### src/rtl/md5_pkg.sv
package md5_pkg;

  // Message item as it arrives from the producer.
  typedef struct packed {
    logic [7:0] data_byte;
    logic       has_byte;
    logic       final_item;
  } in_item_t;

  // One digest word as it leaves towards the consumer.
  typedef struct packed {
    logic [31:0] digest_word;
    logic [1:0]  word_index;
    logic        last_word;
  } out_item_t;

  localparam int unsigned WordIdxW = 4;
  localparam int unsigned BytePosW = 6;
  localparam int unsigned RoundW   = 6;
  localparam int unsigned ByteCntW = 61;

  // Work handed from the front end to the compression engine.
  typedef struct packed {
    logic [WordIdxW-1:0] word_idx;
    logic [31:0]         data;
    logic                compress;
    logic                emit;
  } cmd_t;

  localparam int unsigned CmdDepth = 4;
  localparam int unsigned CmdPtrW  = $clog2(CmdDepth);
  localparam int unsigned CmdCntW  = $clog2(CmdDepth + 1);

  localparam logic [3:0][31:0] ChainInit = {
    32'h10325476, 32'h98BADCFE, 32'hEFCDAB89, 32'h67452301
  };
  localparam logic [7:0]          PadMark   = 8'h80;
  localparam logic [1:0]          LastWord  = 2'd3;
  localparam logic [WordIdxW-1:0] LastSlot  = 4'd15;
  localparam logic [WordIdxW-1:0] LenLoSlot = 4'd14;
  localparam logic [RoundW-1:0]   LastRound = 6'd63;
  localparam logic [BytePosW-1:0] LastByte  = 6'd63;

  typedef enum logic {
    FrontIdle,
    FrontPad
  } front_state_e;

  typedef enum logic [1:0] {
    BackIdle,
    BackRound,
    BackAdd
  } back_state_e;

  function automatic logic [31:0] sine_rom(input logic [RoundW-1:0] idx);
    logic [31:0] k;
    unique case (idx)
      6'd0:  k = 32'hd76aa478;  6'd1:  k = 32'he8c7b756;
      6'd2:  k = 32'h242070db;  6'd3:  k = 32'hc1bdceee;
      6'd4:  k = 32'hf57c0faf;  6'd5:  k = 32'h4787c62a;
      6'd6:  k = 32'ha8304613;  6'd7:  k = 32'hfd469501;
      6'd8:  k = 32'h698098d8;  6'd9:  k = 32'h8b44f7af;
      6'd10: k = 32'hffff5bb1;  6'd11: k = 32'h895cd7be;
      6'd12: k = 32'h6b901122;  6'd13: k = 32'hfd987193;
      6'd14: k = 32'ha679438e;  6'd15: k = 32'h49b40821;
      6'd16: k = 32'hf61e2562;  6'd17: k = 32'hc040b340;
      6'd18: k = 32'h265e5a51;  6'd19: k = 32'he9b6c7aa;
      6'd20: k = 32'hd62f105d;  6'd21: k = 32'h02441453;
      6'd22: k = 32'hd8a1e681;  6'd23: k = 32'he7d3fbc8;
      6'd24: k = 32'h21e1cde6;  6'd25: k = 32'hc33707d6;
      6'd26: k = 32'hf4d50d87;  6'd27: k = 32'h455a14ed;
      6'd28: k = 32'ha9e3e905;  6'd29: k = 32'hfcefa3f8;
      6'd30: k = 32'h676f02d9;  6'd31: k = 32'h8d2a4c8a;
      6'd32: k = 32'hfffa3942;  6'd33: k = 32'h8771f681;
      6'd34: k = 32'h6d9d6122;  6'd35: k = 32'hfde5380c;
      6'd36: k = 32'ha4beea44;  6'd37: k = 32'h4bdecfa9;
      6'd38: k = 32'hf6bb4b60;  6'd39: k = 32'hbebfbc70;
      6'd40: k = 32'h289b7ec6;  6'd41: k = 32'heaa127fa;
      6'd42: k = 32'hd4ef3085;  6'd43: k = 32'h04881d05;
      6'd44: k = 32'hd9d4d039;  6'd45: k = 32'he6db99e5;
      6'd46: k = 32'h1fa27cf8;  6'd47: k = 32'hc4ac5665;
      6'd48: k = 32'hf4292244;  6'd49: k = 32'h432aff97;
      6'd50: k = 32'hab9423a7;  6'd51: k = 32'hfc93a039;
      6'd52: k = 32'h655b59c3;  6'd53: k = 32'h8f0ccc92;
      6'd54: k = 32'hffeff47d;  6'd55: k = 32'h85845dd1;
      6'd56: k = 32'h6fa87e4f;  6'd57: k = 32'hfe2ce6e0;
      6'd58: k = 32'ha3014314;  6'd59: k = 32'h4e0811a1;
      6'd60: k = 32'hf7537e82;  6'd61: k = 32'hbd3af235;
      6'd62: k = 32'h2ad7d2bb;  6'd63: k = 32'heb86d391;
      default: k = '0;
    endcase
    return k;
  endfunction

  // Rotation amount, selected by round group and the low two round bits.
  function automatic logic [4:0] shift_rom(input logic [3:0] sel);
    logic [4:0] s;
    unique case (sel)
      4'd0:  s = 5'd7;   4'd1:  s = 5'd12;  4'd2:  s = 5'd17;  4'd3:  s = 5'd22;
      4'd4:  s = 5'd5;   4'd5:  s = 5'd9;   4'd6:  s = 5'd14;  4'd7:  s = 5'd20;
      4'd8:  s = 5'd4;   4'd9:  s = 5'd11;  4'd10: s = 5'd16;  4'd11: s = 5'd23;
      4'd12: s = 5'd6;   4'd13: s = 5'd10;  4'd14: s = 5'd15;  4'd15: s = 5'd21;
      default: s = 5'd7;
    endcase
    return s;
  endfunction

  function automatic logic [31:0] rotl32(input logic [31:0] x, input logic [4:0] s);
    logic [63:0] dbl;
    dbl = {x, x} << s;
    return dbl[63:32];
  endfunction

endpackage

### src/rtl/md5_cmd_fifo.sv
module md5_cmd_fifo (
  input  logic          clk_i,
  input  logic          rst_ni,
  input  logic          wr_i,
  input  md5_pkg::cmd_t wr_data_i,
  output logic          full_o,
  input  logic          rd_i,
  output md5_pkg::cmd_t rd_data_o,
  output logic          empty_o
);
  import md5_pkg::*;

  cmd_t                 mem_q [CmdDepth];
  logic [CmdPtrW-1:0]   wr_ptr_q, rd_ptr_q;
  logic [CmdCntW-1:0]   cnt_q;
  logic                 do_wr, do_rd;

  assign full_o    = (cnt_q == CmdCntW'(CmdDepth));
  assign empty_o   = (cnt_q == '0);
  assign do_wr     = wr_i && !full_o;
  assign do_rd     = rd_i && !empty_o;
  assign rd_data_o = mem_q[rd_ptr_q];

  always_ff @(posedge clk_i or negedge rst_ni) begin
    if (!rst_ni) begin
      wr_ptr_q <= '0;
      rd_ptr_q <= '0;
      cnt_q    <= '0;
    end else begin
      if (do_wr) begin
        wr_ptr_q <= (wr_ptr_q == CmdPtrW'(CmdDepth - 1)) ? '0 : wr_ptr_q + 1'b1;
      end
      if (do_rd) begin
        rd_ptr_q <= (rd_ptr_q == CmdPtrW'(CmdDepth - 1)) ? '0 : rd_ptr_q + 1'b1;
      end
      if (do_wr && !do_rd) begin
        cnt_q <= cnt_q + 1'b1;
      end else if (do_rd && !do_wr) begin
        cnt_q <= cnt_q - 1'b1;
      end
    end
  end

  always_ff @(posedge clk_i) begin
    if (do_wr) begin
      mem_q[wr_ptr_q] <= wr_data_i;
    end
  end

endmodule

### src/rtl/md5_front.sv
module md5_front (
  input  logic             clk_i,
  input  logic             rst_ni,
  input  logic             push,
  output logic             full,
  input  md5_pkg::in_item_t item_i,
  output logic             cmd_wr_o,
  output md5_pkg::cmd_t    cmd_o,
  input  logic             cmd_full_i
);
  import md5_pkg::*;

  front_state_e          state_q, state_d;
  logic [BytePosW-1:0]   pos_q, pos_d;
  logic [ByteCntW-1:0]   cnt_q, cnt_d;
  logic [31:0]           wacc_q, wacc_d;
  logic [WordIdxW-1:0]   padw_q, padw_d;
  logic                  first_q, first_d;
  logic                  lastblk_q, lastblk_d;
  logic                  accept;
  logic [31:0]           merged;
  logic [31:0]           pad_word;
  logic [BytePosW-1:0]   pos_next;

  assign full   = (state_q != FrontIdle) || cmd_full_i;
  assign accept = push && !full;

  // Place the incoming byte in its lane of the word being assembled.
  always_comb begin
    merged = wacc_q;
    for (int l = 0; l < 4; l++) begin
      if (pos_q[1:0] == 2'(l)) begin
        merged[8*l +: 8] = item_i.data_byte;
      end
    end
  end

  // First padding word: bytes already taken, the marker, then zeros.
  always_comb begin
    pad_word = '0;
    for (int l = 0; l < 4; l++) begin
      if (2'(l) < pos_q[1:0]) begin
        pad_word[8*l +: 8] = wacc_q[8*l +: 8];
      end else if (2'(l) == pos_q[1:0]) begin
        pad_word[8*l +: 8] = PadMark;
      end
    end
  end

  assign pos_next = item_i.has_byte ? pos_q + 1'b1 : pos_q;

  always_comb begin
    state_d   = state_q;
    pos_d     = pos_q;
    cnt_d     = cnt_q;
    wacc_d    = wacc_q;
    padw_d    = padw_q;
    first_d   = first_q;
    lastblk_d = lastblk_q;
    cmd_wr_o  = 1'b0;
    cmd_o     = '{word_idx: pos_q[5:2], data: merged,
                  compress: (pos_q == LastByte), emit: 1'b0};
    unique case (state_q)
      FrontIdle: begin
        if (accept) begin
          if (item_i.has_byte) begin
            wacc_d   = merged;
            pos_d    = pos_next;
            cnt_d    = cnt_q + 1'b1;
            cmd_wr_o = (pos_q[1:0] == 2'b11);
          end
          if (item_i.final_item) begin
            state_d   = FrontPad;
            padw_d    = pos_next[5:2];
            first_d   = 1'b1;
            lastblk_d = (pos_next[5:3] != 3'b111);
          end
        end
      end
      FrontPad: begin
        cmd_o.word_idx = padw_q;
        cmd_o.compress = (padw_q == LastSlot);
        cmd_o.emit     = (padw_q == LastSlot) && lastblk_q;
        if (first_q) begin
          cmd_o.data = pad_word;
        end else if (lastblk_q && padw_q == LenLoSlot) begin
          cmd_o.data = {cnt_q[28:0], 3'b000};
        end else if (lastblk_q && padw_q == LastSlot) begin
          cmd_o.data = cnt_q[60:29];
        end else begin
          cmd_o.data = '0;
        end
        if (!cmd_full_i) begin
          cmd_wr_o = 1'b1;
          first_d  = 1'b0;
          padw_d   = padw_q + 1'b1;
          if (padw_q == LastSlot) begin
            if (lastblk_q) begin
              state_d = FrontIdle;
              pos_d   = '0;
              cnt_d   = '0;
              wacc_d  = '0;
            end else begin
              lastblk_d = 1'b1;
            end
          end
        end
      end
      default: state_d = FrontIdle;
    endcase
  end

  always_ff @(posedge clk_i or negedge rst_ni) begin
    if (!rst_ni) begin
      state_q   <= FrontIdle;
      pos_q     <= '0;
      cnt_q     <= '0;
      padw_q    <= '0;
      first_q   <= 1'b0;
      lastblk_q <= 1'b0;
    end else begin
      state_q   <= state_d;
      pos_q     <= pos_d;
      cnt_q     <= cnt_d;
      padw_q    <= padw_d;
      first_q   <= first_d;
      lastblk_q <= lastblk_d;
    end
  end

  always_ff @(posedge clk_i) begin
    wacc_q <= wacc_d;
  end

endmodule

### src/rtl/md5_back.sv
module md5_back (
  input  logic               clk_i,
  input  logic               rst_ni,
  output logic               cmd_rd_o,
  input  md5_pkg::cmd_t      cmd_i,
  input  logic               cmd_empty_i,
  output logic               empty,
  input  logic               pop,
  output md5_pkg::out_item_t out_item_o
);
  import md5_pkg::*;

  back_state_e         state_q, state_d;
  logic [31:0]         buf_q [16];
  logic [3:0][31:0]    chain_q;
  logic [3:0][31:0]    regs_q;
  logic [3:0][31:0]    sum;
  logic [3:0][31:0]    out_q;
  logic [RoundW-1:0]   rnd_q;
  logic                emit_q;
  logic                out_vld_q;
  logic [1:0]          rd_q;
  logic                load_round, do_round, add_chain, do_emit;
  logic [3:0]          i4, g;
  logic [31:0]         a, b, c, d, fn, t;

  assign cmd_rd_o = (state_q == BackIdle) && !cmd_empty_i;

  // One MD5 step per cycle: message word select, round function, rotate.
  assign i4 = rnd_q[3:0];
  assign a  = regs_q[0];
  assign b  = regs_q[1];
  assign c  = regs_q[2];
  assign d  = regs_q[3];

  always_comb begin
    unique case (rnd_q[5:4])
      2'd0: begin
        fn = (b & c) | (~b & d);
        g  = i4;
      end
      2'd1: begin
        fn = (d & b) | (~d & c);
        g  = i4 + {i4[1:0], 2'b00} + 4'd1;
      end
      2'd2: begin
        fn = b ^ c ^ d;
        g  = i4 + {i4[2:0], 1'b0} + 4'd5;
      end
      default: begin
        fn = c ^ (b | ~d);
        g  = {i4[0], 3'b000} - i4;
      end
    endcase
  end

  assign t = a + fn + sine_rom(rnd_q) + buf_q[g];

  always_comb begin
    for (int k = 0; k < 4; k++) begin
      sum[k] = chain_q[k] + regs_q[k];
    end
  end

  always_comb begin
    state_d    = state_q;
    load_round = 1'b0;
    do_round   = 1'b0;
    add_chain  = 1'b0;
    do_emit    = 1'b0;
    unique case (state_q)
      BackIdle: begin
        if (cmd_rd_o && cmd_i.compress) begin
          load_round = 1'b1;
          state_d    = BackRound;
        end
      end
      BackRound: begin
        do_round = 1'b1;
        if (rnd_q == LastRound) begin
          state_d = BackAdd;
        end
      end
      BackAdd: begin
        if (!emit_q) begin
          add_chain = 1'b1;
          state_d   = BackIdle;
        end else if (!out_vld_q) begin
          do_emit = 1'b1;
          state_d = BackIdle;
        end
      end
      default: state_d = BackIdle;
    endcase
  end

  always_ff @(posedge clk_i or negedge rst_ni) begin
    if (!rst_ni) begin
      state_q <= BackIdle;
    end else begin
      state_q <= state_d;
    end
  end

  always_ff @(posedge clk_i or negedge rst_ni) begin
    if (!rst_ni) begin
      chain_q   <= ChainInit;
      regs_q    <= '0;
      rnd_q     <= '0;
      emit_q    <= 1'b0;
      out_vld_q <= 1'b0;
      rd_q      <= '0;
    end else begin
      if (load_round) begin
        regs_q <= chain_q;
        rnd_q  <= '0;
        emit_q <= cmd_i.emit;
      end else if (do_round) begin
        regs_q[0] <= d;
        regs_q[1] <= b + rotl32(t, shift_rom({rnd_q[5:4], rnd_q[1:0]}));
        regs_q[2] <= b;
        regs_q[3] <= c;
        rnd_q     <= rnd_q + 1'b1;
      end
      if (add_chain) begin
        chain_q <= sum;
      end else if (do_emit) begin
        chain_q <= ChainInit;
      end
      if (do_emit) begin
        out_vld_q <= 1'b1;
        rd_q      <= '0;
      end else if (pop && out_vld_q) begin
        rd_q <= rd_q + 1'b1;
        if (rd_q == LastWord) begin
          out_vld_q <= 1'b0;
        end
      end
    end
  end

  always_ff @(posedge clk_i) begin
    if (cmd_rd_o) begin
      buf_q[cmd_i.word_idx] <= cmd_i.data;
    end
    if (do_emit) begin
      out_q <= sum;
    end
  end

  assign empty      = !out_vld_q;
  assign out_item_o = '{digest_word: out_q[rd_q], word_index: rd_q,
                        last_word: (rd_q == LastWord)};

  // The round counter only moves inside a block's rounds.
  a_rnd_idle : assert property (@(posedge clk_i) disable iff (!rst_ni)
    (state_q != BackRound) |-> (rnd_q == '0))
    else $error("round counter non-zero outside rounds");

  // A digest handover restarts the chain for the next message.
  a_emit_restart : assert property (@(posedge clk_i) disable iff (!rst_ni)
    (state_q == BackAdd && emit_q && !out_vld_q) |=>
      (out_vld_q && chain_q == ChainInit && state_q == BackIdle))
    else $error("digest handover did not restart the chain");

  // The held digest is released only when its last word is taken.
  a_out_release : assert property (@(posedge clk_i) disable iff (!rst_ni)
    $fell(out_vld_q) |-> $past(pop && rd_q == LastWord))
    else $error("digest released before its last word was taken");

  // No new command is taken while a block is in flight.
  a_no_pop_busy : assert property (@(posedge clk_i) disable iff (!rst_ni)
    (state_q == BackRound || state_q == BackAdd) |-> !cmd_rd_o)
    else $error("command taken during compression");

endmodule

### src/rtl/md5_message_digest_core.sv
// MD5 digest core. Bytes are taken at up to one beat per cycle while the command queue has room
// and no padding words are being generated; every fourth byte posts one word, and the round unit
// handles a full block as one pop, the rounds and one chain add. A final beat is followed by the
// padding words up to the end of its block (16 more when the tail has 56 bytes or more); the first
// digest word appears once the last block has been compressed.
// Reset is asynchronous and active low, restores the initial chain value and needs no clearing pass.
module md5_message_digest_core (
  input  logic               clk_i,
  input  logic               rst_ni,
  input  logic               push,
  output logic               full,
  input  md5_pkg::in_item_t  in_item_i,
  output logic               empty,
  input  logic               pop,
  output md5_pkg::out_item_t out_item_o
);
  import md5_pkg::*;

  // The front end packs bytes into little-endian words, keeps the byte count and
  // generates the padding and length words itself. Each word travels to the back
  // end as one command, which says whether the block is complete and whether the
  // digest is due once it has been compressed.
  cmd_t fr_cmd, bk_cmd;
  logic fr_wr, q_full, q_empty, bk_rd;

  md5_front u_front (
    .clk_i      (clk_i),
    .rst_ni     (rst_ni),
    .push       (push),
    .full       (full),
    .item_i     (in_item_i),
    .cmd_wr_o   (fr_wr),
    .cmd_o      (fr_cmd),
    .cmd_full_i (q_full)
  );

  // A short command queue lets the front end keep taking beats while the
  // round unit works through a block.
  md5_cmd_fifo u_cmd_fifo (
    .clk_i     (clk_i),
    .rst_ni    (rst_ni),
    .wr_i      (fr_wr),
    .wr_data_i (fr_cmd),
    .full_o    (q_full),
    .rd_i      (bk_rd),
    .rd_data_o (bk_cmd),
    .empty_o   (q_empty)
  );

  // The back end holds the block buffer, the chain value and the round
  // registers, runs one round per cycle and keeps the finished digest in its
  // own output registers, so that the next message can be absorbed while the
  // four digest words are still being drained.
  md5_back u_back (
    .clk_i       (clk_i),
    .rst_ni      (rst_ni),
    .cmd_rd_o    (bk_rd),
    .cmd_i       (bk_cmd),
    .cmd_empty_i (q_empty),
    .empty       (empty),
    .pop         (pop),
    .out_item_o  (out_item_o)
  );

endmodule

### config.mk
export PLATFORM = sky130hd
export DESIGN_NAME = md5_message_digest_core
export DESIGN_NICKNAME = d
export VERILOG_FILES = /design/src/rtl/md5_pkg.sv /design/src/rtl/md5_cmd_fifo.sv /design/src/rtl/md5_front.sv /design/src/rtl/md5_back.sv /design/src/rtl/md5_message_digest_core.sv
export SDC_FILE = /design/constraint.sdc
export NUM_CORES = 2
export LEC_CHECK = 0
export BUFFER_PORTS_ARGS = -buffer_cell sky130_fd_sc_hd__buf_4
export CAP_MARGIN = 10
export CORE_MARGIN = 5
export CORE_UTILIZATION = 45
export CTS_BUF_LIST = sky130_fd_sc_hd__clkbuf_8 sky130_fd_sc_hd__clkbuf_16
export CTS_CLUSTER_SIZE = 8
export DETAILED_ROUTE_END_ITERATION = 7
export HOLD_SLACK_MARGIN = 0.03
export PLACE_DENSITY = 0.68
export SLEW_MARGIN = 10
export SYNTH_ARGS = -nofsm -noshare
export SYNTH_HDL_FRONTEND = slang
export SYNTH_HIERARCHICAL = 1
export SYNTH_SLANG_ARGS = --single-unit
### constraint.sdc
create_clock -name clk_i -period 11.55 [get_ports clk_i]
set_input_delay 3.465 -clock clk_i [delete_from_list [all_inputs] [get_ports clk_i]]
set_output_delay 3.465 -clock clk_i [all_outputs]
set_load 0.03 [all_outputs]
==> summary.md <==
| Metric | Value |
|---|---|
| Status | `finished, final reports clean` |
| RePlAce Congestion | `0.955` |
| Cts repair resizes | `0` |
| Critical path startpoint | `u_back/rnd_q[0]` |
| Cell Area, Placed | `67800 sq um` |
| Nets@finish | `5988` |
| Largest net degree at the start of global routing | `147` |
| Sw frac | `0.269` |
| Via count | `47.3k` |
| Slowest cell on the critical path | `mux4_4` |
| Critical Path Start Type | `flop` |
| Slew HR | `0.145` |
| Number of global-route vias before repair | `46.1k` |
| TritonCTS buffer count | `165` |
| Final WL | `192000 um` |
| Post-cts hold buffer count | `0` |
| Flop pwr share | `0.472` |
| EDFF count, synth | `824` |
| Number of synthesized register bits | `1173` |
| H-tree lvl count | `4` |
| DRC errors left | `0` |
| Sequential area share after synthesis | `0.515` |
| # IOs | `51` |
| Clk pwr share | `0.403` |
| Worst path arrival time | `11360 ps` |
| Final Worst Setup Slack | `828 ps` |
| Pre-CTS setup slack | `963 ps` |
| First-pass GRT wire length | `290000 um` |
| Largest cells by area after synthesis | `edfxtp_1, dfrtp_1, mux4_2, ha_1, nand2_1` |
| Die ar. | `153000 sq um` |
| Final hold violation count | `0` |
| Layout cells sized above 1 | `0.130` |
| RR Startpoint | `u_back/rnd_q[0]` |
| WL/cell | `25.0 um` |
| PnR Total Power | `0.0111 W` |
| Critical path class | `reg -> reg` |
| Setup Fix Bufs, Post-CTS | `0` |
| Async SR Flop Fraction | `0.298` |
| Via density | `6.18` |
| Core outline area | `144000 sq um` |
| Hold Startpoint | `u_back/chain_q[21]` |
| Mean Syn Cell Area | `11.5 sq um` |
| Max-cap violation count | `0` |
| Clock slew at reported path FFs | `50 ps` |
| Worst hold path cell count | `2` |
| Netlist cell types | `100` |
| Leak | `27.9 nW` |
| Comb pwr share | `0.124` |
| VDD IR-drop max | `0.000143 V` |
| Setup violations, final | `0` |
| CTS tree | `yes` |
| Clock Sinks | `1173` |
| Setup_tns | `0 ps` |
| Yosys top cell by area | `edfxtp_1` |
| Die width | `391 um` |
| Placed insts | `7398` |
| Final number of max-transition violations | `0` |
| Clock skew | `67.5 ps` |
| I/O Buffers | `50` |
| Max incr delay on CP | `1000 ps` |
| Row cnt | `139` |
| Die height | `391 um` |
| Fin crit period | `10720 ps` |
| Most frequent CP cell | `fa_1` |
| Clock latency on the worst-skew pair | `800 ps` |
| Clock Tree Root | `clkbuf_16` |
| Slew @ Worst Pin | `1280 ps` |
| Starting Density | `0.453` |
| Total Routing Usage GR | `0.248` |
| Unrepaired setup endpoints after global routing | `no` |
| Power density over cell area | `153 nW/um^2` |
| Cell area after layout | `72700 sq um` |
| Cell Area, Synth | `65200 sq um` |
| Crit path max fanout | `55` |
| Final period util | `0.928` |
| Antenna violations before repair | `2` |
| Grt total ovfl | `0` |
| Crit path capture type | `flop` |
| HPWL Detailed | `129000 um` |
| Mapped Cells | `5646` |
| Hold Crit Class | `reg -> reg` |
| Synth Warn # | `6` |
| Net Sw Power | `0.00300 W` |
| Syn_nets | `5972` |
| Prevailing post-synth register cell | `edfxtp_1` |
| Pre-antenna DRT Iters | `6` |
| Final ANT Viol Nets | `0` |
| Synth-to-Final Area Change | `11.5%` |
| Final Non-Filler Cells | `7659` |
| Top cell type's share of synthesized area | `0.379` |
| DRT iter0 DRCs | `5368` |
| CTS Buffer Depth | `3` |
| Cell internal pwr | `0.00813 W` |
| Peak Freq | `93.3 MHz` |
| Number of fill cells in the layout | `12.2k` |
| Path depth of the worst reg2reg path | `39` |
| Critical path required time | `12190 ps` |
[power by group through the flow]
| stage | logic (W) | clock network (W) | registers [W] |
|---|---|---|---|
| after global routing | 0.00150 | 0.00477 | 0.00529 |
| after global placement | 0.00137 | 0 | 0.00531 |
| after floorplan | 0.000939 | 0 | 0.00524 |
| after detailed placement | 0.00140 | 0 | 0.00533 |
| after CTS | 0.00140 | 0.00457 | 0.00526 |
| final | 0.00138 | 0.00449 | 0.00526 |
[logic make-up (layout without fill, tap and decap cells)]
kind of cell	Yosys count	in the layout	synth area share
and+or+nand+nor	1540	1540	0.108
adders and majority gates	312	312	0.0683
AOI/OAI and AO/OA	1446	1446	0.141
other	0	1	0
buffers and inverters	520	629	0.0316
DFF	1173	1173	0.515
xor gates and xnor gates	263	263	0.0358
muxes	392	392	0.100
[routing by layer]
| metal | routed length, um | vias to the layer above | GRT usage |
|---|---|---|---|
| li1 | - | 21200 | - |
| met1 | 78800 | 23700 | 0.337 |
| met2 | 90300 | 2059 | 0.398 |
| met3 | 14200 | 415 | 0.0415 |
| met4 | 8200 | 2 | 0.104 |
| met5 | 17 | - | 0 |
[stage by stage]
step                hold slack (ps)  utilization
CTS                             501        0.505
finish                          502        0.505
global route                    521        0.505
global placement                482        0.472
detailed placement              495        0.472
floorplan                       472            -
[placed cells by master (no fill, tap or decap), types with 18 or more instances in the layout]
master	netlist	final
o22ai_1	21	21
dfrtp_1	285	276
mux2_2	23	23
nand2_1	625	625
a22o_1	19	19
buf_4	5	163
a21oi_1	376	376
xnor2_1	189	189
nand4_1	36	36
nand3_1	132	132
fa_1	73	73
a31o_2	23	23
o31ai_1	27	27
and3_1	33	33
a31oi_1	73	73
a22oi_1	108	108
clkbuf_16	0	165
a21o_1	97	97
xor2_1	71	71
nor3_1	82	78
inv_1	198	274
mux2i_1	160	160
o21ai_0	368	367
a211oi_1	64	64
o211ai_1	20	20
ha_1	239	239
o21bai_1	18	18
or3_1	30	30
mux4_2	206	205
a221o_1	23	23
o21a_1	38	38
or4_1	19	19
nor2_1	356	340
nand2b_1	49	47
nor2b_1	96	95
dfstp_2	64	64
edfxtp_1	824	824
[cells in the mapped netlist (all sizes together) (18+ instances only)]
| master | count |
|---|---|
| buf | 88 |
| inv | 202 |
| o31ai | 29 |
| xnor2 | 191 |
| o22ai | 21 |
| or4 | 19 |
| ha | 239 |
| o21bai | 18 |
| a22o | 19 |
| a31o | 23 |
| mux2i | 160 |
| or3 | 30 |
| nor4 | 19 |
| a221o | 23 |
| fa | 73 |
| mux4 | 206 |
| a211oi | 64 |
| xor2 | 72 |
| o21ai | 385 |
| nor3 | 82 |
| dfstp | 64 |
| a21oi | 377 |
| clkbuf | 230 |
| mux2 | 26 |
| nand2 | 625 |
| nor2 | 357 |
| nand3 | 133 |
| nand4 | 38 |
| a31oi | 74 |
| a21o | 97 |
| edfxtp | 824 |
| o21a | 38 |
| dfrtp | 285 |
| nand2b | 49 |
| a22oi | 108 |
| and3 | 33 |
| nor2b | 97 |
| o211ai | 20 |
[final timing paths]
path / to / slack (ps)
setup / recovery: u_back/b[30] / 830
hold / removal: u_back/a[21] / 500
setup reg to reg: u_back/b[30] / 830
hold reg to reg: u_back/a[21] / 500
max in group asynchronous: u_front/state_q / 6870
min in group asynchronous: u_back/b[24] / 2590
[critical path: cells and delay by family, from the launching register on]
kind                       cells  cell delay [ps]
AOI/OAI and AO/OA             18             4240
adders and majority gates      8             2680
muxes                          4             2030
and+or+nand+nor                5              640
DFF                            1              430
buffers and inverters          3              350
xor gates and xnor gates       1              150
[final cells by class]
cell class | count | area (sq um) | share of cell area
Antenna cell | 1 | 2.50 | 0.0000344
Clock buffer | 166 | 4140 | 0.0570
Clock inverter | 94 | 729 | 0.0100
Inverter | 202 | 763 | 0.0105
Multi-Input combinational cell | 3953 | 29800 | 0.410
Sequential cell | 1173 | 33600 | 0.462
Tap cell | 1903 | 2380 | 0.0328
Timing Repair Buffer | 167 | 1300 | 0.0179
[registers in the layout, summed over array words and instances, names as in the netlist, 32 cells and up]
name,flops
u_back/a,32
u_back/b,32
u_back/buf_q,512
u_back/c,32
u_back/chain_q,128
u_back/d,32
u_back/out_q,128
u_cmd_fifo/mem_q,152
u_front/cnt_q,61
u_front/wacc_q,32
Note: power is estimated with default switching activity, not from simulation.
